===== src/hdl/chacha_pkg.sv =====
`default_nettype none
// ----------------------------------------------------------------------------
// chacha_pkg: shared types, constants and functions of the ChaCha20 stream cipher
// Holds the state layout, the register indexes, the sequencer states, the
// quarter round and the construction of the input block.
// ----------------------------------------------------------------------------
package chacha_pkg;

	localparam int DOUBLE_ROUNDS_DEF = 10;

	localparam logic [31:0] SIGMA_0 = 32'h61707865;
	localparam logic [31:0] SIGMA_1 = 32'h3320646e;
	localparam logic [31:0] SIGMA_2 = 32'h79622d32;
	localparam logic [31:0] SIGMA_3 = 32'h6b206574;

	localparam int ROT_A = 16;
	localparam int ROT_B = 12;
	localparam int ROT_C = 8;
	localparam int ROT_D = 7;

	localparam int BLOCK_BYTES = 64;

	// Sixteen 32-bit words, word 0 in the lowest bits.
	typedef logic [15:0][31:0] state_t;

	// Four 64-bit key registers, register 0 in the lowest bits.
	typedef logic [3:0][63:0] key_t;

	typedef struct packed {
		logic [31:0] a;
		logic [31:0] b;
		logic [31:0] c;
		logic [31:0] d;
	} qr_t;

	typedef enum logic [2:0] {
		CFG_KEY_01   = 3'd0,
		CFG_KEY_23   = 3'd1,
		CFG_KEY_45   = 3'd2,
		CFG_KEY_67   = 3'd3,
		CFG_NONCE_01 = 3'd4,
		CFG_NONCE_2  = 3'd5,
		CFG_INIT_CTR = 3'd6
	} cfg_idx_t;

	typedef enum logic [1:0] {
		ST_IDLE,
		ST_ROUND,
		ST_FINAL
	} state_e_t;

	typedef enum logic [1:0] {
		PERM_NORMAL,
		PERM_DIAG_IN,
		PERM_DIAG_OUT
	} perm_t;

	function automatic logic [31:0] rotl(input logic [31:0] x, input int n);
		rotl = (x << n) | (x >> (32 - n));
	endfunction

	function automatic qr_t quarter(input logic [31:0] a_in, input logic [31:0] b_in,
			input logic [31:0] c_in, input logic [31:0] d_in);
		logic [31:0] a;
		logic [31:0] b;
		logic [31:0] c;
		logic [31:0] d;
		a = a_in;
		b = b_in;
		c = c_in;
		d = d_in;
		a = a + b; d = rotl(d ^ a, ROT_A);
		c = c + d; b = rotl(b ^ c, ROT_B);
		a = a + b; d = rotl(d ^ a, ROT_C);
		c = c + d; b = rotl(b ^ c, ROT_D);
		quarter = '{a: a, b: b, c: c, d: d};
	endfunction

	function automatic state_t make_init(input key_t key, input logic [63:0] nonce01,
			input logic [31:0] nonce2, input logic [31:0] ctr);
		state_t s;
		s[0] = SIGMA_0;
		s[1] = SIGMA_1;
		s[2] = SIGMA_2;
		s[3] = SIGMA_3;
		for (int i = 0; i < 4; i++) begin
			s[4 + 2 * i] = key[i][31:0];
			s[5 + 2 * i] = key[i][63:32];
		end
		s[12] = ctr;
		s[13] = nonce01[31:0];
		s[14] = nonce01[63:32];
		s[15] = nonce2;
		make_init = s;
	endfunction

endpackage
`default_nettype wire


===== src/hdl/chacha20_stream_cipher.sv =====
`default_nettype none
// ----------------------------------------------------------------------------
// chacha20_stream_cipher: byte-wide ChaCha20 keystream XOR
// Usage:
//   - cfg_valid/cfg_ready/cfg_index/cfg_data write the key, nonce and initial
//     counter registers; write only while the block is idle. Indexes past the
//     register list are dropped. cfg_ready is always high.
//   - The slave stream takes one word per data byte: tdata is the byte, tuser
//     is the restart flag (reload the counter, drop held keystream), tlast
//     marks the last byte of a message (drop the rest of the block after it).
//   - The master stream returns the byte XORed with the keystream.
//   - A byte that finds a held block comes out in the cycle after acceptance.
//     A byte that needs a new block waits for it: the state loads at
//     acceptance, then the quarter-round unit works through each double round
//     one column or diagonal at a time, and a feed-forward step follows.
//   - On long messages the single quarter-round unit sets the rate: no byte
//     is taken while a new block is being computed.
//   - Reset clears the configuration registers, the counter, the byte position
//     and the held-block flag, and empties the output.
//   - A stalled receiver holds the output word; a new byte is taken while the
//     output word is being drained, never while it is stuck.
// ----------------------------------------------------------------------------
module chacha20_stream_cipher
	import chacha_pkg::*;
#(
	parameter int DOUBLE_ROUNDS = DOUBLE_ROUNDS_DEF
) (
	input  wire logic        clk,
	input  wire logic        arst_n,
	// configuration write channel
	input  wire logic        cfg_valid,
	output logic             cfg_ready,
	input  wire logic [2:0]  cfg_index,
	input  wire logic [63:0] cfg_data,
	// input stream
	input  wire logic        s_axis_tvalid,
	output logic             s_axis_tready,
	input  wire logic [7:0]  s_axis_tdata,   // [7:0] data_byte
	input  wire logic        s_axis_tuser,   // [0] restart
	input  wire logic        s_axis_tlast,   // message_end
	// output stream
	output logic             m_axis_tvalid,
	input  wire logic        m_axis_tready,
	output logic [7:0]       m_axis_tdata    // [7:0] cipher_byte
);

	localparam int DrW = $clog2(DOUBLE_ROUNDS);
	localparam logic [DrW-1:0] DR_LAST = DrW'(DOUBLE_ROUNDS - 1);
	localparam logic [5:0] POS_LAST = 6'(BLOCK_BYTES - 1);

	// configuration registers
	key_t        key_q;
	logic [63:0] nonce01_q;
	logic [31:0] nonce2_q;
	logic [31:0] ictr_q;

	// control state
	state_e_t       state_q, state_d;
	logic [2:0]     step_q;
	logic [DrW-1:0] dr_q;
	logic [31:0]    ctr_q;
	logic [5:0]     pos_q;
	logic           kv_q;
	logic           out_vld_q;

	// payload
	state_t      work_q;
	logic [511:0] ks_q;
	logic [7:0]  data_q;
	logic        last_q;
	logic [7:0]  out_data_q;

	logic        in_fire;
	logic        out_fire;
	logic        hit;
	logic        round_en;
	logic        ff_en;
	perm_t       perm;
	logic [31:0] base_ctr;
	state_t      init_load;
	state_t      init_ff;
	state_t      ff_w;
	state_t      qr_w;
	state_t      p_norm;
	state_t      p_in;
	state_t      p_out;
	state_t      work_next;
	qr_t         qr;

	assign cfg_ready     = 1'b1;
	assign m_axis_tvalid = out_vld_q;
	assign m_axis_tdata  = out_data_q;

	assign in_fire  = s_axis_tvalid && s_axis_tready;
	assign out_fire = out_vld_q && m_axis_tready;
	// A held block serves the byte unless the byte asks for a restart.
	assign hit      = kv_q && !s_axis_tuser;
	assign base_ctr = s_axis_tuser ? ictr_q : ctr_q;

	assign init_load = make_init(key_q, nonce01_q, nonce2_q, base_ctr);
	assign init_ff   = make_init(key_q, nonce01_q, nonce2_q, ctr_q);

	// Feed-forward: sixteen independent adds.
	always_comb begin
		for (int i = 0; i < 16; i++) begin
			ff_w[i] = work_q[i] + init_ff[i];
		end
	end

	// Shared quarter-round unit, always on column 0 of the held state.
	assign qr = quarter(work_q[0], work_q[4], work_q[8], work_q[12]);

	always_comb begin
		qr_w     = work_q;
		qr_w[0]  = qr.a;
		qr_w[4]  = qr.b;
		qr_w[8]  = qr.c;
		qr_w[12] = qr.d;
	end

	// Rotate the columns so the next column (or diagonal) lands on column 0.
	// Entering the diagonal half, also shift row r left by r; leaving it,
	// shift row r back.
	always_comb begin
		for (int r = 0; r < 4; r++) begin
			for (int c = 0; c < 4; c++) begin
				p_norm[r * 4 + c] = qr_w[r * 4 + ((c + 1) % 4)];
				p_in[r * 4 + c]   = qr_w[r * 4 + ((c + 1 + r) % 4)];
				p_out[r * 4 + c]  = qr_w[r * 4 + ((c + 1 + 3 * r) % 4)];
			end
		end
	end

	always_comb begin
		case (perm)
			PERM_DIAG_IN:  work_next = p_in;
			PERM_DIAG_OUT: work_next = p_out;
			default:       work_next = p_norm;
		endcase
	end

	// next state
	always_comb begin
		state_d = state_q;
		case (state_q)
			ST_IDLE: begin
				if (in_fire && !hit) begin
					state_d = ST_ROUND;
				end
			end
			ST_ROUND: begin
				if (step_q == 3'd7 && dr_q == DR_LAST) begin
					state_d = ST_FINAL;
				end
			end
			ST_FINAL: state_d = ST_IDLE;
			default:  state_d = ST_IDLE;
		endcase
	end

	// sequencer outputs
	always_comb begin
		s_axis_tready = 1'b0;
		round_en      = 1'b0;
		ff_en         = 1'b0;
		perm          = PERM_NORMAL;
		case (state_q)
			ST_IDLE: begin
				s_axis_tready = !out_vld_q || m_axis_tready;
			end
			ST_ROUND: begin
				round_en = 1'b1;
				if (step_q == 3'd3) begin
					perm = PERM_DIAG_IN;
				end else if (step_q == 3'd7) begin
					perm = PERM_DIAG_OUT;
				end
			end
			ST_FINAL: ff_en = 1'b1;
			default: begin
				s_axis_tready = 1'b0;
			end
		endcase
	end

	// control registers
	always_ff @(posedge clk or negedge arst_n) begin
		if (!arst_n) begin
			key_q     <= '0;
			nonce01_q <= '0;
			nonce2_q  <= '0;
			ictr_q    <= '0;
			state_q   <= ST_IDLE;
			step_q    <= '0;
			dr_q      <= '0;
			ctr_q     <= '0;
			pos_q     <= '0;
			kv_q      <= 1'b0;
			out_vld_q <= 1'b0;
		end else begin
			state_q <= state_d;

			if (cfg_valid && cfg_ready) begin
				case (cfg_index)
					CFG_KEY_01:   key_q[0]  <= cfg_data;
					CFG_KEY_23:   key_q[1]  <= cfg_data;
					CFG_KEY_45:   key_q[2]  <= cfg_data;
					CFG_KEY_67:   key_q[3]  <= cfg_data;
					CFG_NONCE_01: nonce01_q <= cfg_data;
					CFG_NONCE_2:  nonce2_q  <= cfg_data[31:0];
					CFG_INIT_CTR: ictr_q    <= cfg_data[31:0];
					default: begin
						// drop writes past the register list
					end
				endcase
			end

			if (out_fire) begin
				out_vld_q <= 1'b0;
			end

			if (in_fire) begin
				if (hit) begin
					// serve from the held block
					out_vld_q <= 1'b1;
					pos_q     <= pos_q + 6'd1;
					kv_q      <= !(pos_q == POS_LAST || s_axis_tlast);
				end else begin
					// start a new block
					ctr_q  <= base_ctr;
					step_q <= '0;
					dr_q   <= '0;
				end
			end

			if (round_en) begin
				step_q <= step_q + 3'd1;
				if (step_q == 3'd7) begin
					dr_q <= dr_q + DrW'(1);
				end
			end

			if (ff_en) begin
				ctr_q     <= ctr_q + 32'd1;
				out_vld_q <= 1'b1;
				pos_q     <= 6'd1;
				kv_q      <= !last_q;
			end
		end
	end

	// payload registers
	always_ff @(posedge clk) begin
		if (in_fire) begin
			if (hit) begin
				out_data_q <= s_axis_tdata ^ ks_q[7:0];
				ks_q       <= ks_q >> 8;
			end else begin
				work_q <= init_load;
				data_q <= s_axis_tdata;
				last_q <= s_axis_tlast;
			end
		end
		if (round_en) begin
			work_q <= work_next;
		end
		if (ff_en) begin
			out_data_q <= data_q ^ ff_w[0][7:0];
			ks_q       <= ff_w >> 8;
		end
	end

endmodule
`default_nettype wire

===== config.mk =====
export PLATFORM = sky130hd
export DESIGN_NAME = chacha20_stream_cipher
export DESIGN_NICKNAME = d
export VERILOG_FILES = /design/src/hdl/chacha_pkg.sv /design/src/hdl/chacha20_stream_cipher.sv
export SDC_FILE = /design/constraint.sdc
export NUM_CORES = 2
export LEC_CHECK = 0
export BUFFER_PORTS_ARGS = -buffer_cell sky130_fd_sc_hd__buf_2
export CAP_MARGIN = 10
export CORE_MARGIN = 5
export CORE_UTILIZATION = 54
export DETAILED_ROUTE_END_ITERATION = 16
export PLACE_DENSITY_LB_ADDON = 0.05
export SLEW_MARGIN = 0
export SYNTH_ARGS = -nofsm -noshare
export SYNTH_HDL_FRONTEND = slang
export SYNTH_SLANG_ARGS = --single-unit

===== constraint.sdc =====
create_clock -name clk -period 92.4 [get_ports clk]
set_input_delay 27.72 -clock clk [delete_from_list [all_inputs] [get_ports clk]]
set_output_delay 27.72 -clock clk [all_outputs]
set_load 0.05 [all_outputs]

==> run metrics <==
period utilization=60.9%; post-route ant nets=0; Pins Over Slew Limit=5; Core ar.=165000 µm²; most used routing layer=met2; Worst setup SP type=input pin; Mapped Avg Cell Area=between 10 and 15 µm²; Worst Skew=0.0486 ns; Synth area leaders=edfxtp_1 (34%), dfrtp_1 (12%), ha_1 (7.1%), mux2_2 (4.8%), nand2_1 (4.7%); first-pass GRT wire length=507000 µm; H-tree depth=4; routability cong.=1.06; die height=418 µm; met2 Use GR=about 60%; Fmax=17.8 MHz; number of DRC markers in iteration 0=10700; status=complete, but fails checks; Clock Sinks=1466; worst skew pair latency=0.85 ns; TritonCTS buffer count=164; Synth top area share=~34%; GRT Util Overall=40.6%; fin nets=roughly 9400; initial core utilization=54.4%; clock root cell=clkbuf_16; IO Port Bufs=91; Setup Buffers After CTS=0; Worst-Margin Slew=1.52 ns; HP Class=reg2reg; num ports=slightly above 90; Post-Route Utilization=59.3%; RSZ-0062 raised after global routing=false; DRC=0; Area Growth Syn to Fin=9.07%; DR WL/cell=32.7 µm; most common cell after layout, fill and taps aside=nand2_1; dpl hpwl=282000 µm; final hold vios=0; post-cts hold buffer count=0; initial antenna violation count=36; TNS Setup=0 ns; Post-synth ARST share=29.5%; Worst EP required=about 65 ns; sequential element share of the synthesized area=46.5%; Synth area leader=edfxtp_1; site row count=149; CTS tree=yes; CTS clk-pin slew, worst paths=0.05 ns; most frequent cells in the layout=nand2_1 (1133), edfxtp_1 (1033), o21ai_0 (830); met1 usage=around 54%; FF+latch count, synth=1466; Mapped Area=90000 µm²; placed cell area=92700 µm²; Crit Path Max Fanout=4; max_slew headroom=-2.01%; Die Wd=about 420 µm; failing checks=max-capacitance violations, max-slew violations; Post-Route WL=365000 µm; EDFF count, synth=a little over 1000; worst reg2reg path depth=44; Setup violations, final=0; Final Cell Area=98100 µm²; GR Util met3=10.1%; Synth Flop Type=edfxtp_1; Ys Warns=0; maxcap violations=1; via/cell ratio=6.71; Pre-antenna DRT Iters=8; share of cells above drive strength 1=between 10% and 20%; Non-Filler Instances=11200; post-CTS sizing=0; die area=between 150000 and 200000 µm²; Mapped Nets=9464; critical path class=in2out; Syn Inst Count=8856; grt total ovfl=0; clk buf depth=3; Crit. End Element=primary output; DP Cell Count=10800; Tmin final=56.26 ns; pin count of the biggest net entering global routing=between 150 and 200; Unique masters post-synth=91; Worst Hold Depth=1; Vias=approximately 75000; critical path arrival=28.54 ns; vias in the first global route=a little under 70000
[routing by layer]
metal | vias to the layer above | part of all wire [%]
met5 | - | 0.050
met4 | 26 | 7.8
met3 | 894 | 12
met2 | 4605 | 42
met1 | 36800 | 39
li1 | 32700 | -
[path summary, 6_finish.rpt]
check,start,end,slack [ns]
max in group asynchronous,arst_n,init_ff[240]$_DFFE_PN0P_,62.39
hold / removal,last_q$_DFFE_PP_,kv_q$_DFFE_PN0P_,0.45
hold reg to reg,last_q$_DFFE_PP_,kv_q$_DFFE_PN0P_,0.45
setup / recovery,m_axis_tready,s_axis_tready,36.14
setup reg to reg,work_q[0]$_SDFFCE_PN1P_,p_in[164]$_DFFE_PP_,76.69
min in group asynchronous,arst_n,ctr_q[19]$_DFFE_PN0P_,26.94
[area by class of cell]
cell class | instances | area [µm²]
diodes | 22 | 55.1
clock buffers | 233 | 4610
clock inverters | 73 | 767
fillers | 14000 | 67200
inverters | 216 | 811
multi-input cells | 6782 | 46000
flip-flops and latches | 1466 | 41900
well taps | 2189 | 2740
repair buffers | 191 | 1300
[critical path, cell delays in order]
cell and delay (ns):
buf_2 0.08, nor2b_1 0.04, nor3_1 0.35, buf_2 0.35
[synthesized netlist by cell type, drive strengths merged, types with 19 or more instances]
master   instances
and2            85
xnor3           25
nor3           105
buf             32
a21oi          501
o21a            74
nor4            20
o22ai           27
or2             20
a2111oi         21
nand4           61
nand2b         102
dfrtp          433
nor2b           68
clkbuf         360
o21bai          83
a21boi          24
a21o           300
a221oi          95
o31ai           83
ha             510
o211ai          38
xor2           299
nor2           614
and3           115
edfxtp        1033
mux2           385
nand2         1138
a22oi           50
a211oi          90
a31oi          167
o21ai          834
a211o           19
nand3          120
a311oi          24
mux2i          110
or3             25
xnor2          317
inv            216
[registers in the layout, indices dropped and copies added (netlist names), 32 cells and up]
register,count
ks_q,504
p_in,384
init_ff,256
work_q,128
nonce01_q,64
ctr_q,32
ictr_q,32
nonce2_q,32
[kinds of logic after synthesis]
group / synth area share [%]
xor+xnor: 6.69
other cells: 0.00417
fa+ha+maj: 7.45
flops: 46.5
buf+inv: 2.54
mux: 6.04
compound gates: 18.1
simple gates: 12.7
[stage by stage]
step                      hold slack, ns  worst slack (ns)
after floorplan                    0.414             24.30
after global placement             0.440             36.16
after global routing               0.498             36.08
after CTS                          0.460             36.15
after detailed placement           0.460             36.15
final                              0.452             36.14
Power is left out: the tool's default activity adds up to more than one toggle a clock period on the data nets, which glitch-free logic cannot reach.
